## src/design/scpt_pkg.sv

```systemverilog
`timescale 1ns / 1ps

package scpt_pkg;

   localparam int DEPTH_DEFAULT = 16;
   localparam int ID_W          = 8;
   localparam int POS_W         = 24;
   localparam int TIME_W        = POS_W + 1;

   localparam logic [POS_W-1:0] LENGTH_RESET = POS_W'(65536);

   localparam logic OP_ADD  = 1'b0;
   localparam logic OP_TIME = 1'b1;

   typedef struct packed {
      logic [ID_W-1:0]  id;
      logic [POS_W-1:0] pos;
   } entry_type;

   typedef enum logic [3:0] {
      ST_IDLE,
      ST_INS_SCAN,
      ST_INS_CHK,
      ST_ADD_OUT,
      ST_FULL_OUT,
      ST_T_SCAN,
      ST_T_CHK,
      ST_T_END,
      ST_FLUSH
   } ctrl_state_type;

   typedef struct packed {
      logic load;
      logic ins_rd;
      logic ins_shift;
      logic ins_place;
      logic t_rd;
      logic fire;
      logic wrap;
      logic flush;
      logic push_add;
      logic add_full;
   } cmd_type;

   typedef struct packed {
      logic req_is_time;
      logic full;
      logic idx_zero;
      logic ins_gt;
      logic next_lt_count;
      logic pos_le_time;
      logic time_ge_len;
      logic wrap_stop;
      logic pend_valid;
      logic rsp_free;
   } status_type;

endpackage

```

## src/design/scpt_req_if.sv

```systemverilog
`timescale 1ns / 1ps

interface scpt_req_if;
   logic                           valid;
   logic                           ready;
   logic                           opcode;
   logic [scpt_pkg::ID_W-1:0]      cue_id;
   logic [scpt_pkg::POS_W-1:0]     cue_position;
   logic [scpt_pkg::TIME_W-1:0]    play_time;
   logic                           still_playing;

   modport source (output valid, output opcode, output cue_id, output cue_position,
                   output play_time, output still_playing, input ready);
   modport sink (input valid, input opcode, input cue_id, input cue_position,
                 input play_time, input still_playing, output ready);
endinterface

```

## src/design/scpt_rsp_if.sv

```systemverilog
`timescale 1ns / 1ps

interface scpt_rsp_if;
   logic                         valid;
   logic                         ready;
   logic [scpt_pkg::ID_W-1:0]    fired_id;
   logic [scpt_pkg::POS_W-1:0]   fired_position;
   logic                         table_full;
   logic                         last;

   modport source (output valid, output fired_id, output fired_position,
                   output table_full, output last, input ready);
   modport sink (input valid, input fired_id, input fired_position,
                 input table_full, input last, output ready);
endinterface

```

## src/design/scpt_ctrl.sv

```systemverilog
`timescale 1ns / 1ps

module scpt_ctrl (
   input  logic                 clock,
   input  logic                 reset,
   input  logic                 req_valid,
   output logic                 req_ready,
   input  scpt_pkg::status_type status,
   output scpt_pkg::cmd_type    cmd
);

   scpt_pkg::ctrl_state_type state_ff, state_in;

   always_ff @(posedge clock) begin
      if (reset) begin
         state_ff <= scpt_pkg::ST_IDLE;
      end else begin
         state_ff <= state_in;
      end
   end

   always_comb begin
      state_in  = state_ff;
      cmd       = '0;
      req_ready = 1'b0;
      case (state_ff)
         scpt_pkg::ST_IDLE: begin
            req_ready = 1'b1;
            if (req_valid) begin
               cmd.load = 1'b1;
               if (status.req_is_time) begin
                  state_in = scpt_pkg::ST_T_SCAN;
               end else if (status.full) begin
                  state_in = scpt_pkg::ST_FULL_OUT;
               end else begin
                  state_in = scpt_pkg::ST_INS_SCAN;
               end
            end
         end
         scpt_pkg::ST_INS_SCAN: begin
            if (status.idx_zero) begin
               cmd.ins_place = 1'b1;
               state_in      = scpt_pkg::ST_ADD_OUT;
            end else begin
               cmd.ins_rd = 1'b1;
               state_in   = scpt_pkg::ST_INS_CHK;
            end
         end
         scpt_pkg::ST_INS_CHK: begin
            // move larger entries up one slot until the new one fits
            if (status.ins_gt) begin
               cmd.ins_shift = 1'b1;
               state_in      = scpt_pkg::ST_INS_SCAN;
            end else begin
               cmd.ins_place = 1'b1;
               state_in      = scpt_pkg::ST_ADD_OUT;
            end
         end
         scpt_pkg::ST_ADD_OUT: begin
            if (status.rsp_free) begin
               cmd.push_add = 1'b1;
               state_in     = scpt_pkg::ST_IDLE;
            end
         end
         scpt_pkg::ST_FULL_OUT: begin
            if (status.rsp_free) begin
               cmd.push_add = 1'b1;
               cmd.add_full = 1'b1;
               state_in     = scpt_pkg::ST_IDLE;
            end
         end
         scpt_pkg::ST_T_SCAN: begin
            if (status.next_lt_count) begin
               cmd.t_rd = 1'b1;
               state_in = scpt_pkg::ST_T_CHK;
            end else begin
               state_in = scpt_pkg::ST_T_END;
            end
         end
         scpt_pkg::ST_T_CHK: begin
            if (status.pos_le_time) begin
               // hold while the previous fired entry has nowhere to go
               if (!status.pend_valid || status.rsp_free) begin
                  cmd.fire = 1'b1;
                  state_in = scpt_pkg::ST_T_SCAN;
               end
            end else begin
               state_in = scpt_pkg::ST_T_END;
            end
         end
         scpt_pkg::ST_T_END: begin
            if (status.time_ge_len) begin
               cmd.wrap = 1'b1;
               state_in = status.wrap_stop ? scpt_pkg::ST_FLUSH : scpt_pkg::ST_T_SCAN;
            end else begin
               state_in = scpt_pkg::ST_FLUSH;
            end
         end
         scpt_pkg::ST_FLUSH: begin
            if (!status.pend_valid) begin
               state_in = scpt_pkg::ST_IDLE;
            end else if (status.rsp_free) begin
               cmd.flush = 1'b1;
               state_in  = scpt_pkg::ST_IDLE;
            end
         end
         default: begin
            state_in = scpt_pkg::ST_IDLE;
         end
      endcase
   end

endmodule

```

## src/design/scpt_datapath.sv

```systemverilog
`timescale 1ns / 1ps

module scpt_datapath #(
   parameter int TABLE_DEPTH = scpt_pkg::DEPTH_DEFAULT
) (
   input  logic                          clock,
   input  logic                          reset,
   input  logic                          csr_wr_en,
   input  logic [scpt_pkg::POS_W-1:0]    csr_wr_data,
   input  logic                          req_opcode,
   input  logic [scpt_pkg::ID_W-1:0]     req_cue_id,
   input  logic [scpt_pkg::POS_W-1:0]    req_cue_position,
   input  logic [scpt_pkg::TIME_W-1:0]   req_play_time,
   input  logic                          req_still_playing,
   input  scpt_pkg::cmd_type             cmd,
   output scpt_pkg::status_type          status,
   scpt_rsp_if.source                    rsp
);

   localparam int IW = (TABLE_DEPTH > 1) ? $clog2(TABLE_DEPTH) : 1;
   localparam int CW = $clog2(TABLE_DEPTH + 1);

   typedef struct packed {
      logic [scpt_pkg::ID_W-1:0]  id;
      logic [scpt_pkg::POS_W-1:0] pos;
      logic                       full;
      logic                       last;
   } rsp_type;

   scpt_pkg::entry_type cue_table_ff [TABLE_DEPTH];

   logic [scpt_pkg::POS_W-1:0]  len_ff;
   logic [CW-1:0]               count_ff, count_in;
   logic [CW-1:0]               next_ff, next_in;
   logic [scpt_pkg::ID_W-1:0]   id_ff;
   logic [scpt_pkg::POS_W-1:0]  pos_ff;
   logic [scpt_pkg::TIME_W-1:0] time_ff;
   logic                        playing_ff;
   logic [IW-1:0]               idx_ff;
   scpt_pkg::entry_type         rd_ff;
   scpt_pkg::entry_type         pend_ff;
   logic                        pend_valid_ff, pend_valid_in;
   logic                        rsp_valid_ff, rsp_valid_in;
   rsp_type                     rsp_ff, rsp_in;

   logic [scpt_pkg::POS_W-1:0]  len_eff;
   logic [scpt_pkg::TIME_W-1:0] len_ext;
   logic [scpt_pkg::POS_W-1:0]  pos_clamp;
   logic [scpt_pkg::TIME_W-1:0] time_lim;
   logic [scpt_pkg::TIME_W-1:0] time_clamp;
   logic [scpt_pkg::TIME_W-1:0] time_rem;
   logic                        rd_en;
   logic [IW-1:0]               rd_addr;
   logic                        wr_en;
   scpt_pkg::entry_type         wr_data;
   logic                        push;

   // a zero length behaves as one frame
   assign len_eff    = (len_ff == '0) ? scpt_pkg::POS_W'(1) : len_ff;
   assign len_ext    = {1'b0, len_eff};
   assign pos_clamp  = (req_cue_position > len_eff) ? len_eff : req_cue_position;
   assign time_lim   = {len_eff, 1'b0} - scpt_pkg::TIME_W'(1);
   assign time_clamp = (req_play_time > time_lim) ? time_lim : req_play_time;
   assign time_rem   = time_ff - len_ext;

   assign status.req_is_time   = (req_opcode == scpt_pkg::OP_TIME);
   assign status.full          = (count_ff == CW'(TABLE_DEPTH));
   assign status.idx_zero      = (idx_ff == '0);
   assign status.ins_gt        = (rd_ff.pos > pos_ff);
   assign status.next_lt_count = (next_ff < count_ff);
   assign status.pos_le_time   = ({1'b0, rd_ff.pos} <= time_ff);
   assign status.time_ge_len   = (time_ff >= len_ext);
   assign status.wrap_stop     = (time_rem == '0) && !playing_ff;
   assign status.pend_valid    = pend_valid_ff;
   assign status.rsp_free      = !rsp_valid_ff || rsp.ready;

   assign rd_en   = cmd.ins_rd || cmd.t_rd;
   assign rd_addr = cmd.t_rd ? next_ff[IW-1:0] : idx_ff - IW'(1);
   assign wr_en   = cmd.ins_shift || cmd.ins_place;
   assign wr_data = cmd.ins_shift ? rd_ff : scpt_pkg::entry_type'({id_ff, pos_ff});

   always_ff @(posedge clock) begin
      if (wr_en) begin
         cue_table_ff[idx_ff] <= wr_data;
      end
      if (rd_en) begin
         rd_ff <= cue_table_ff[rd_addr];
      end
   end

   always_comb begin
      count_in = count_ff;
      next_in  = next_ff;
      if (cmd.ins_place) begin
         count_in = count_ff + CW'(1);
         // an entry landing at or before the cursor counts as already fired
         if ((count_ff != '0) && (CW'(idx_ff) <= next_ff)) begin
            next_in = next_ff + CW'(1);
         end
      end
      if (cmd.fire) begin
         next_in = next_ff + CW'(1);
      end
      if (cmd.wrap) begin
         next_in = '0;
      end
   end

   always_comb begin
      pend_valid_in = pend_valid_ff;
      if (cmd.fire) begin
         pend_valid_in = 1'b1;
      end else if (cmd.flush) begin
         pend_valid_in = 1'b0;
      end
   end

   always_comb begin
      push   = cmd.push_add || ((cmd.fire || cmd.flush) && pend_valid_ff);
      rsp_in = rsp_ff;
      if (cmd.push_add) begin
         rsp_in = '{id: '0, pos: '0, full: cmd.add_full, last: 1'b1};
      end else if (push) begin
         rsp_in = '{id: pend_ff.id, pos: pend_ff.pos, full: 1'b0, last: cmd.flush};
      end
      if (push) begin
         rsp_valid_in = 1'b1;
      end else begin
         rsp_valid_in = rsp_valid_ff && !rsp.ready;
      end
   end

   always_ff @(posedge clock) begin
      if (reset) begin
         len_ff        <= scpt_pkg::LENGTH_RESET;
         count_ff      <= '0;
         next_ff       <= '0;
         pend_valid_ff <= 1'b0;
         rsp_valid_ff  <= 1'b0;
      end else begin
         if (csr_wr_en) begin
            len_ff <= csr_wr_data;
         end
         count_ff      <= count_in;
         next_ff       <= next_in;
         pend_valid_ff <= pend_valid_in;
         rsp_valid_ff  <= rsp_valid_in;
      end
   end

   always_ff @(posedge clock) begin
      if (cmd.load) begin
         id_ff      <= req_cue_id;
         pos_ff     <= pos_clamp;
         time_ff    <= time_clamp;
         playing_ff <= req_still_playing;
         idx_ff     <= count_ff[IW-1:0];
      end else if (cmd.ins_shift) begin
         idx_ff <= idx_ff - IW'(1);
      end else if (cmd.wrap) begin
         time_ff <= time_rem;
      end
      if (cmd.fire) begin
         pend_ff <= rd_ff;
      end
      rsp_ff <= rsp_in;
   end

   assign rsp.valid          = rsp_valid_ff;
   assign rsp.fired_id       = rsp_ff.id;
   assign rsp.fired_position = rsp_ff.pos;
   assign rsp.table_full     = rsp_ff.full;
   assign rsp.last           = rsp_ff.last;

endmodule

```

## src/design/sorted_cue_point_trigger.sv

```systemverilog
`timescale 1ns / 1ps

// Keeps a position-sorted table of cue entries and fires them as playback time
// advances. Requests are taken one at a time: a new request is accepted only
// once the previous one has handed over all its responses to the response
// register. Every table step reads the single-port table memory through a
// registered read, so each entry examined passes through a read state and a
// check state. An add scans down from the top of the table, shifting each
// larger entry up one slot, and goes straight to its response when the
// table is full; a time request scans from the cursor, at most two passes over
// the table. The response side can stall any request. Every request closes
// with a response flagged last, except a time request that fires nothing, which
// gives no response.
module sorted_cue_point_trigger #(
   parameter int TABLE_DEPTH = scpt_pkg::DEPTH_DEFAULT
) (
   input  logic                       clock,
   input  logic                       reset,
   input  logic                       csr_wr_en,
   input  logic [scpt_pkg::POS_W-1:0] csr_wr_data,
   scpt_req_if.sink                   req_bus,
   scpt_rsp_if.source                 rsp_bus
);

   scpt_pkg::cmd_type    cmd;
   scpt_pkg::status_type status;
   logic                 req_ready;

   assign req_bus.ready = req_ready;

   scpt_ctrl u_ctrl (
      .clock     (clock),
      .reset     (reset),
      .req_valid (req_bus.valid),
      .req_ready (req_ready),
      .status    (status),
      .cmd       (cmd)
   );

   scpt_datapath #(
      .TABLE_DEPTH (TABLE_DEPTH)
   ) u_datapath (
      .clock             (clock),
      .reset             (reset),
      .csr_wr_en         (csr_wr_en),
      .csr_wr_data       (csr_wr_data),
      .req_opcode        (req_bus.opcode),
      .req_cue_id        (req_bus.cue_id),
      .req_cue_position  (req_bus.cue_position),
      .req_play_time     (req_bus.play_time),
      .req_still_playing (req_bus.still_playing),
      .cmd               (cmd),
      .status            (status),
      .rsp               (rsp_bus)
   );

   a_busy_after_accept : assert property (@(posedge clock) disable iff (reset)
      (req_bus.valid && req_bus.ready) |=> !req_bus.ready)
      else $error("request accepted while previous request still in progress");

   a_full_is_last : assert property (@(posedge clock) disable iff (reset)
      (rsp_bus.valid && rsp_bus.table_full) |-> (rsp_bus.last && rsp_bus.fired_id == '0))
      else $error("dropped add response malformed");

   a_fire_no_loss : assert property (@(posedge clock) disable iff (reset)
      cmd.fire |-> (!status.pend_valid || status.rsp_free))
      else $error("fired entry overwritten before delivery");

endmodule

```

## src/flat_wrapper.sv

```systemverilog
// flat-port wrapper written by rule: the top's interface ports become plain ports
module sorted_cue_point_trigger_flat 
#(
   parameter int TABLE_DEPTH = scpt_pkg::DEPTH_DEFAULT
)
  (clock, reset, csr_wr_en, csr_wr_data, req_bus_valid, req_bus_opcode, req_bus_cue_id, req_bus_cue_position, req_bus_play_time, req_bus_still_playing, req_bus_ready, rsp_bus_valid, rsp_bus_fired_id, rsp_bus_fired_position, rsp_bus_table_full, rsp_bus_last, rsp_bus_ready);
  scpt_req_if req_bus_i ();
  scpt_rsp_if rsp_bus_i ();
  input  logic clock;
  input  logic reset;
  input  logic csr_wr_en;
  input  logic [scpt_pkg::POS_W-1:0] csr_wr_data;
  input wire logic [$bits(req_bus_i.valid)-1:0] req_bus_valid;
  input wire logic [$bits(req_bus_i.opcode)-1:0] req_bus_opcode;
  input wire logic [$bits(req_bus_i.cue_id)-1:0] req_bus_cue_id;
  input wire logic [$bits(req_bus_i.cue_position)-1:0] req_bus_cue_position;
  input wire logic [$bits(req_bus_i.play_time)-1:0] req_bus_play_time;
  input wire logic [$bits(req_bus_i.still_playing)-1:0] req_bus_still_playing;
  output wire logic [$bits(req_bus_i.ready)-1:0] req_bus_ready;
  output wire logic [$bits(rsp_bus_i.valid)-1:0] rsp_bus_valid;
  output wire logic [$bits(rsp_bus_i.fired_id)-1:0] rsp_bus_fired_id;
  output wire logic [$bits(rsp_bus_i.fired_position)-1:0] rsp_bus_fired_position;
  output wire logic [$bits(rsp_bus_i.table_full)-1:0] rsp_bus_table_full;
  output wire logic [$bits(rsp_bus_i.last)-1:0] rsp_bus_last;
  input wire logic [$bits(rsp_bus_i.ready)-1:0] rsp_bus_ready;
  assign req_bus_i.valid = req_bus_valid;
  assign req_bus_i.opcode = req_bus_opcode;
  assign req_bus_i.cue_id = req_bus_cue_id;
  assign req_bus_i.cue_position = req_bus_cue_position;
  assign req_bus_i.play_time = req_bus_play_time;
  assign req_bus_i.still_playing = req_bus_still_playing;
  assign req_bus_ready = req_bus_i.ready;
  assign rsp_bus_valid = rsp_bus_i.valid;
  assign rsp_bus_fired_id = rsp_bus_i.fired_id;
  assign rsp_bus_fired_position = rsp_bus_i.fired_position;
  assign rsp_bus_table_full = rsp_bus_i.table_full;
  assign rsp_bus_last = rsp_bus_i.last;
  assign rsp_bus_i.ready = rsp_bus_ready;
  sorted_cue_point_trigger #(.TABLE_DEPTH(TABLE_DEPTH)) u_core (.clock(clock), .reset(reset), .csr_wr_en(csr_wr_en), .csr_wr_data(csr_wr_data), .req_bus(req_bus_i), .rsp_bus(rsp_bus_i));
endmodule
```

## config.mk

```make
export PLATFORM = sky130hd
export DESIGN_NAME = sorted_cue_point_trigger_flat
export DESIGN_NICKNAME = d
export VERILOG_FILES = /design/src/design/scpt_pkg.sv /design/src/design/scpt_req_if.sv /design/src/design/scpt_rsp_if.sv /design/src/design/scpt_ctrl.sv /design/src/design/scpt_datapath.sv /design/src/design/sorted_cue_point_trigger.sv /design/src/flat_wrapper.sv
export SDC_FILE = /design/constraint.sdc
export NUM_CORES = 1
export LEC_CHECK = 0
export ABC_AREA = 0
export CORE_ASPECT_RATIO = 0.8
export CORE_MARGIN = 5
export CORE_UTILIZATION = 45
export DETAILED_ROUTE_END_ITERATION = 6
export DONT_BUFFER_PORTS = 1
export PLACE_DENSITY_LB_ADDON = 0.12
export SLEW_MARGIN = 20
export SYNTH_ARGS = -nofsm -noshare
export SYNTH_HDL_FRONTEND = slang
export SYNTH_SLANG_ARGS = --single-unit
```

## constraint.sdc

```tcl
create_clock -name clock -period 5.7 [get_ports clock]
set_clock_uncertainty 0.1 [all_clocks]
set_input_delay 0.285 -clock clock [delete_from_list [all_inputs] [get_ports clock]]
set_output_delay 0.285 -clock clock [all_outputs]
set_load 0.005 [all_outputs]
```

Yosys cells after proc, flatten, opt, wreduce, memory -nomap -nowiden
Memory sizes are Yosys's and may differ from the RTL's. A register that Yosys moved wholly into a read port is not among the register bits. Cells that the tools add are included.

Memories kept: 1. Memory bits (writable): 512. Bits in registers: 168. Input bits: 88. Logic and storage cells: 128.

Memory list: u_core.u_datapath.cue_table_ff (depth 16, width 32, read ports 1, clocked after Yosys merged registers in 1, write ports 1, line scpt_datapath.sv:30) `scpt_pkg::entry_type cue_table_ff [TABLE_DEPTH];`.

Equality and inequality tests: 12. Reduce and logical (&&, ||, !) cells: 30. Order comparisons: 7. Mux-type cells: 56. $add $sub $neg: 5.

Operators with widths (number): 25-bit 2-to-1 mux (4); 24-bit greater-than comparator (2); 24-bit 2-to-1 mux (2); 4-bit 2-to-1 mux (11); 32-bit 2-to-1 mux (1); 4-bit case mux with 8 select lines (1); 1-bit 2-to-1 mux (27); 25-bit by 24-bit >= comparator with 1-bit output (1); 25-bit greater-than comparator (1); 24-bit by 25-bit <= comparator with 1-bit output (1); 25-bit zero test (1); 25-bit by 1-bit subtractor with 25-bit output, second input constant (1); 25-bit by 24-bit subtractor with 25-bit output (1); 24-bit zero test (1); 4-bit by 3-bit == test with 1-bit output, second input constant (4); 5-bit 2-to-1 mux (3); 2-bit nonzero test (6); 5-bit by 1-bit adder with 5-bit output, second input constant (2); 4-bit by 2-bit == test with 1-bit output, second input constant (2); 4-bit zero test (2); 2-bit 2-to-1 mux (4); 1-bit logical OR (6); 2-bit AND reduction (3); 5-bit == test, second input constant (1); 14 further kinds (22).

Longest topological paths before layout
Depth after elaboration: 11. Depth in mapped cells: 23. Mapped depth without buffers: 21.

Cells and area by module
Synthesis repeated with hierarchy kept, for this count alone.

Cell total of the unflattened synthesis: 2139. Area total of the unflattened synthesis: 32005.7 µm².

By module, submodules not included: scpt_datapath (area an instance 31506.5 µm², cells each 2079, times used 1, sequential area each 20569.7 µm²); scpt_ctrl (area an instance 499.2 µm², cells each 60, times used 1, sequential area each 80.1 µm²).

Worst setup path after synthesis
Ideal clock, no wire load.

Path type: register to register. From: register u_core.u_datapath.len_ff[7] (netlist name). To: register u_core.u_datapath.time_ff[22] (netlist name) (data pin). Stages on the path, launching flop included: 23. Buffers on the path: 2. Data arrival time: 4.491 ns. Setup time: 0.169 ns. Clock period less this slack: 4.759 ns. Slack: 0.941 ns. Required time: 5.431 ns. Path through: dfxtp_1 -> clkbuf_1 -> nor4_1 -> and4_1 -> nand3_1 -> o21bai_1 -> inv_2 -> ha_1 -> nand2_1 -> or3_1 -> nor4_2 -> and2_1 -> nand4_1 -> xnor2_1 -> ha_1 -> a211o_1 -> nor2_1 -> nand2_1 -> o21a_1 -> o21ai_1 -> buf_2 -> mux2_2 -> mux2i_1.

Word-level cells in the longest chain between the ends: 6. Elaborated cells between the ends (all ways): 9. Classes of those cells: add/sub: 2; order compare: 1; mux: 5; reduce/logical: 1.

Ends and longest elaborated chain: from (decl) (line scpt_datapath.sv:32) `logic [scpt_pkg::POS_W-1:0] len_ff;`; from (signal assigned) (line scpt_datapath.sv:135) `len_ff <= scpt_pkg::LENGTH_RESET;`; from (signal assigned) (line scpt_datapath.sv:142) `len_ff <= csr_wr_data;`; 24-bit zero test (line scpt_datapath.sv:59) `assign len_eff = (len_ff == '0) ? scpt_pkg::POS_W'(1) : len_ff;`; 24-bit 2-to-1 mux (*) (line scpt_datapath.sv:59); 25-bit by 1-bit subtractor with 25-bit output or 25-bit by 24-bit subtractor with 25-bit output (tied branches) (line scpt_datapath.sv:62, scpt_datapath.sv:64); 25-bit greater-than comparator or 25-bit 2-to-1 mux (tied branches) (line scpt_datapath.sv:63, scpt_datapath.sv:160); 25-bit 2-to-1 mux (on tied branches) (line scpt_datapath.sv:63, scpt_datapath.sv:158); 25-bit 2-to-1 mux (*) (line scpt_datapath.sv:152) `if (cmd.load) begin`; to (signal assigned) (line scpt_datapath.sv:155) `time_ff <= time_clamp;`; to (signal assigned) (line scpt_datapath.sv:161) `time_ff <= time_rem;`; to (decl) (line scpt_datapath.sv:37) `logic [scpt_pkg::TIME_W-1:0] time_ff;`.

Every way passes the cells marked *; elsewhere a longest branch is shown, timed or not. The select of a mux whose other input is x is not followed. A chain may end at the register's enable or synchronous reset.

Worst setup path in the final report
From: register u_core.u_datapath.len_ff[8] (netlist name). To: register u_core.u_datapath.time_ff[8] (netlist name) (data pin).

Same word-level chain as after synthesis.

==> results.toml <==
[status]
status = "completed"

[timing]
rsz0062_at_grt = "no"
period_minus_slack_ns = 5.39
clock.fmax_mhz = 186
post-route-period-util = 0.945
worstMarginPinSlew_ns = 1.06
slew_headroom = 0.290
drv_slew = 0
fin_setup_tns_ns = 0
whs_ns = 0.128
hold_viol_final = 0
setup-violations-final = 0

[yosys]
synthMuxAreaShare = 0.145
yosysUniqueCellTypes = 74
synth-async-reset-ratio = 0
synth_compound_area_frac = 0.0602
synth.cell_area_sq_um = 32400
synth_top_area_frac = 0.593
ys_seq_elements = 712
syn_nets = 2303
synth_ff_type = "edfxtp_1"
synth.most_common_cell = "edfxtp_1"
synth_edf_count = 639
synthAdderAreaFrac = 0.0536
ys_top_cells_by_count = "639 x edfxtp_1, 137 x ha_1, 126 x nor2_1"
syn_avg_cell_area_sq_um = 15.6
ys_warn_count = 0
yosysTopAreaCell = "edfxtp_1"
synth_top_family_by_area = "multiplexers"
synthSimpleGateAreaFrac = 0.0579
postSynthCellCount = 2077
synth-xor-area-share = 0.0125
yosys-top-cells-area = "edfxtp_1 59%, mux4_2 7.4%, ha_1 5.3%"
synth.yosys.seq_area_share = 0.638

[clocking]
h-tree-depth = 3
cts.reportedPaths.clkPinSlew_ns = 0.06
cts-root-buf = "clkbuf_16"
cts_sinks = 712
cts_buffers = 74
cts_tree = "built"
clk_latency_ns = 0.62
clockBufferDepth = 3

[drt]
dr.pass1.iters = 5
vias = 19125
viasPerCell = 5.90
routed_wl_microns = 88500
wl_per_cell_microns = 27.3
drt_iter0_drc = 1985
ant_nets = 0
drc = 0

[setup_path]
cp-start-kind = "flop"
cp_common_cell = "nand3_1"
arrival_ns = 5.65
path_buf_inv = 2
critical_path_class = "flop to flop"
path_max_fanout = 24
crit_path_start = "u_core.u_datapath.len_ff[8]$_SDFFE_PP0P_"
path_cells = "nor4_2 > and4_1 > nand3_1 > o21bai_1 > inv_2 > ha_1 > nand2_1 > or3_1 > nor4_4 > and2_2 > nand3_1 > xnor2_1 > ha_1 > and3_1 > nand3_1 > nor4_1 > nand2_1 > a211oi_1 > o21ai_2 > buf_12 > mux2i_1 > mux2_2"
end_kind = "flop"
slowest_stage = "nor4_2"
crit_family = "simple AND/OR/NAND/NOR gates"
cpPeakStageDelay_ns = 0.53
critPathRequiredTime_ns = 5.96
reg2reg_from = "u_core.u_datapath.len_ff[8]$_SDFFE_PP0P_"

[flow_run]
cap_violations = 0

[grt]
gr-total-overflow = 0
antenna_found_initial = 0
grt_pass1_wl_microns = 129000
grt_max_degree = 55
grt_pass1_vias = 19010
grt.total_usage = 0.226

[placed_design]
numPortBuffers = 0
place_area_sq_um = 33700
gp_congestion = 0.921
dp_hpwl_microns = 55200

[power]
ir_drop_uv = 439
p_total_mw = 17.5
power.density_nw_per_um2 = 469
p_leak_nw = 13.1

[cells_and_area]
nets = 2464
drive_gt1_frac = 0.171
post-route-util = 0.520
areaGrowthSynthToFinish_pct = 15.1
stdcell_area_sq_um = 37300
diodes = 0

[floorplan]
die_w_microns = 310
die-area_sq_um = 77400
num_io_pins = 124
coreArea_sq_um = 71700
fp-row-count = 88
start_util = 0.451
die_h_microns = 250

[min_path]
hp-start = "req_bus_valid"
hp-class = "input pin to flop"
## flip-flops by register name, summed over array words and instances (netlist names), 4 cells and up
name,cells
u_core.u_datapath.rsp.fired_position,24
u_core.u_datapath.next_ff,5
u_core.u_datapath.rd_ff,32
u_core.u_datapath.len_ff,24
u_core.u_datapath.id_ff,8
u_core.u_datapath.rsp.fired_id,8
u_core.u_datapath.cue_table_ff,512
u_core.u_datapath.pend_ff,32
u_core.u_ctrl.state_ff,4
u_core.u_datapath.pos_ff,24
u_core.u_datapath.idx_ff,4
u_core.u_datapath.time_ff,25
u_core.u_datapath.count_ff,5
## cell usage in the layout, fill, tap and decap left out, types with 6 or more instances in the layout
| cell | Yosys | final |
|---|---|---|
| inv_1 | 121 | 121 |
| a21oi_1 | 69 | 69 |
| nor2b_1 | 12 | 12 |
| o21bai_1 | 7 | 7 |
| or3_1 | 11 | 11 |
| a31oi_1 | 9 | 9 |
| and3_1 | 11 | 8 |
| mux2_2 | 76 | 76 |
| nor4_1 | 16 | 12 |
| nand3_1 | 23 | 23 |
| a211oi_1 | 7 | 7 |
| nand2_1 | 90 | 90 |
| xnor2_1 | 40 | 40 |
| nor3_1 | 30 | 20 |
| nor2_1 | 126 | 122 |
| buf_12 | 8 | 9 |
| o211ai_1 | 6 | 6 |
| dlygate4sd3_1 | 0 | 112 |
| edfxtp_1 | 639 | 639 |
| clkinv_1 | 0 | 12 |
| mux4_1 | 21 | 21 |
| clkbuf_1 | 33 | 15 |
| buf_4 | 3 | 51 |
| clkbuf_16 | 0 | 79 |
| nand4_1 | 27 | 27 |
| xor2_1 | 6 | 6 |
| clkinv_2 | 0 | 14 |
| dfxtp_1 | 73 | 73 |
| ha_1 | 137 | 137 |
| o21a_1 | 11 | 11 |
| mux2i_1 | 84 | 83 |
| nor3_2 | 0 | 10 |
| a22oi_1 | 66 | 66 |
| nand2b_1 | 10 | 10 |
| a21o_1 | 33 | 33 |
| o21ai_0 | 40 | 40 |
| mux4_2 | 107 | 107 |
## cell families (layout without fill, tap and decap cells)
kind of cell	count (synthesis)	after routing
buffers and inverters	212	431
AO/OA/AOI/OAI	292	292
flip-flops	712	712
multiplexers	289	289
XOR/XNOR	46	46
AND/OR/NAND/NOR	388	388
adder cells (fa/ha/maj)	138	138
## through the flow
stage	setup WS, ns	instances
5_1_grt	0.0527	3241
3_3_place_gp	0.396	2991
6_report	0.313	3241
3_5_place_dp	0.313	2993
2_1_floorplan	0.941	2077
4_1_cts	0.265	3240
## report_power, final
group | internal [mW] | switching, mW | total (mW) | leakage (nW)
clock | 2.79 | 2.01 | 4.80 | 1.17
sequential | 6.56 | 0.378 | 6.94 | 6.39
combinational | 2.31 | 3.42 | 5.73 | 5.55
## metal layers
metal / up-vias / global-route usage / part of all wire
met2: 615 / 0.345 / 0.45
met3: 92 / 0.0406 / 0.063
met4: 0 / 0.0441 / 0.017
li1: 8468 / - / -
met1: 9950 / 0.345 / 0.47
met5: - / 0 / 0
## what timing repair did
item                                    in CTS  in global routing
endpoints found under the setup margin       0                 23
endpoints found under the hold margin       95                  0
setup buffers                                0                  0
resized for setup                            0                  5
hold buffers                               113                  0
## worst reg2reg max path, cell delays in order, from the launching register on
cell	delay [ns]
dfxtp_1	0.40
nor4_2	0.53
and4_1	0.36
nand3_1	0.12
o21bai_1	0.26
inv_2	0.07
ha_1	0.22
nand2_1	0.12
or3_1	0.23
nor4_4	0.08
and2_2	0.27
nand3_1	0.11
xnor2_1	0.09
ha_1	0.31
and3_1	0.15
nand3_1	0.15
nor4_1	0.40
nand2_1	0.13
a211oi_1	0.32
o21ai_2	0.11
buf_12	0.19
mux2i_1	0.15
mux2_2	0.27
## final cells by class
cell class / count / area [sq um]
clock buffers: 97 / 2070
clock inverters: 37 / 315
fillers: 5910 / 34400
inverters: 123 / 462
multi-input cells: 1153 / 10800
flip-flops and latches: 712 / 20600
well taps: 945 / 1180
repair buffers: 174 / 1740
## path summary, 6_finish.rpt
kind	to	slack [ns]	cells past startpoint
max	u_core.u_datapath.time_ff[8]$_DFFE_PP_	0.31	22
min	u_core.u_ctrl.state_ff[2]$_SDFFE_PP0P_	0.13	5
max reg2reg	u_core.u_datapath.time_ff[8]$_DFFE_PP_	0.31	22
min reg2reg	u_core.u_datapath.pend_ff[25]$_DFFE_PP_	0.34	0
No activity file was read; power rests on OpenSTA's default activity.
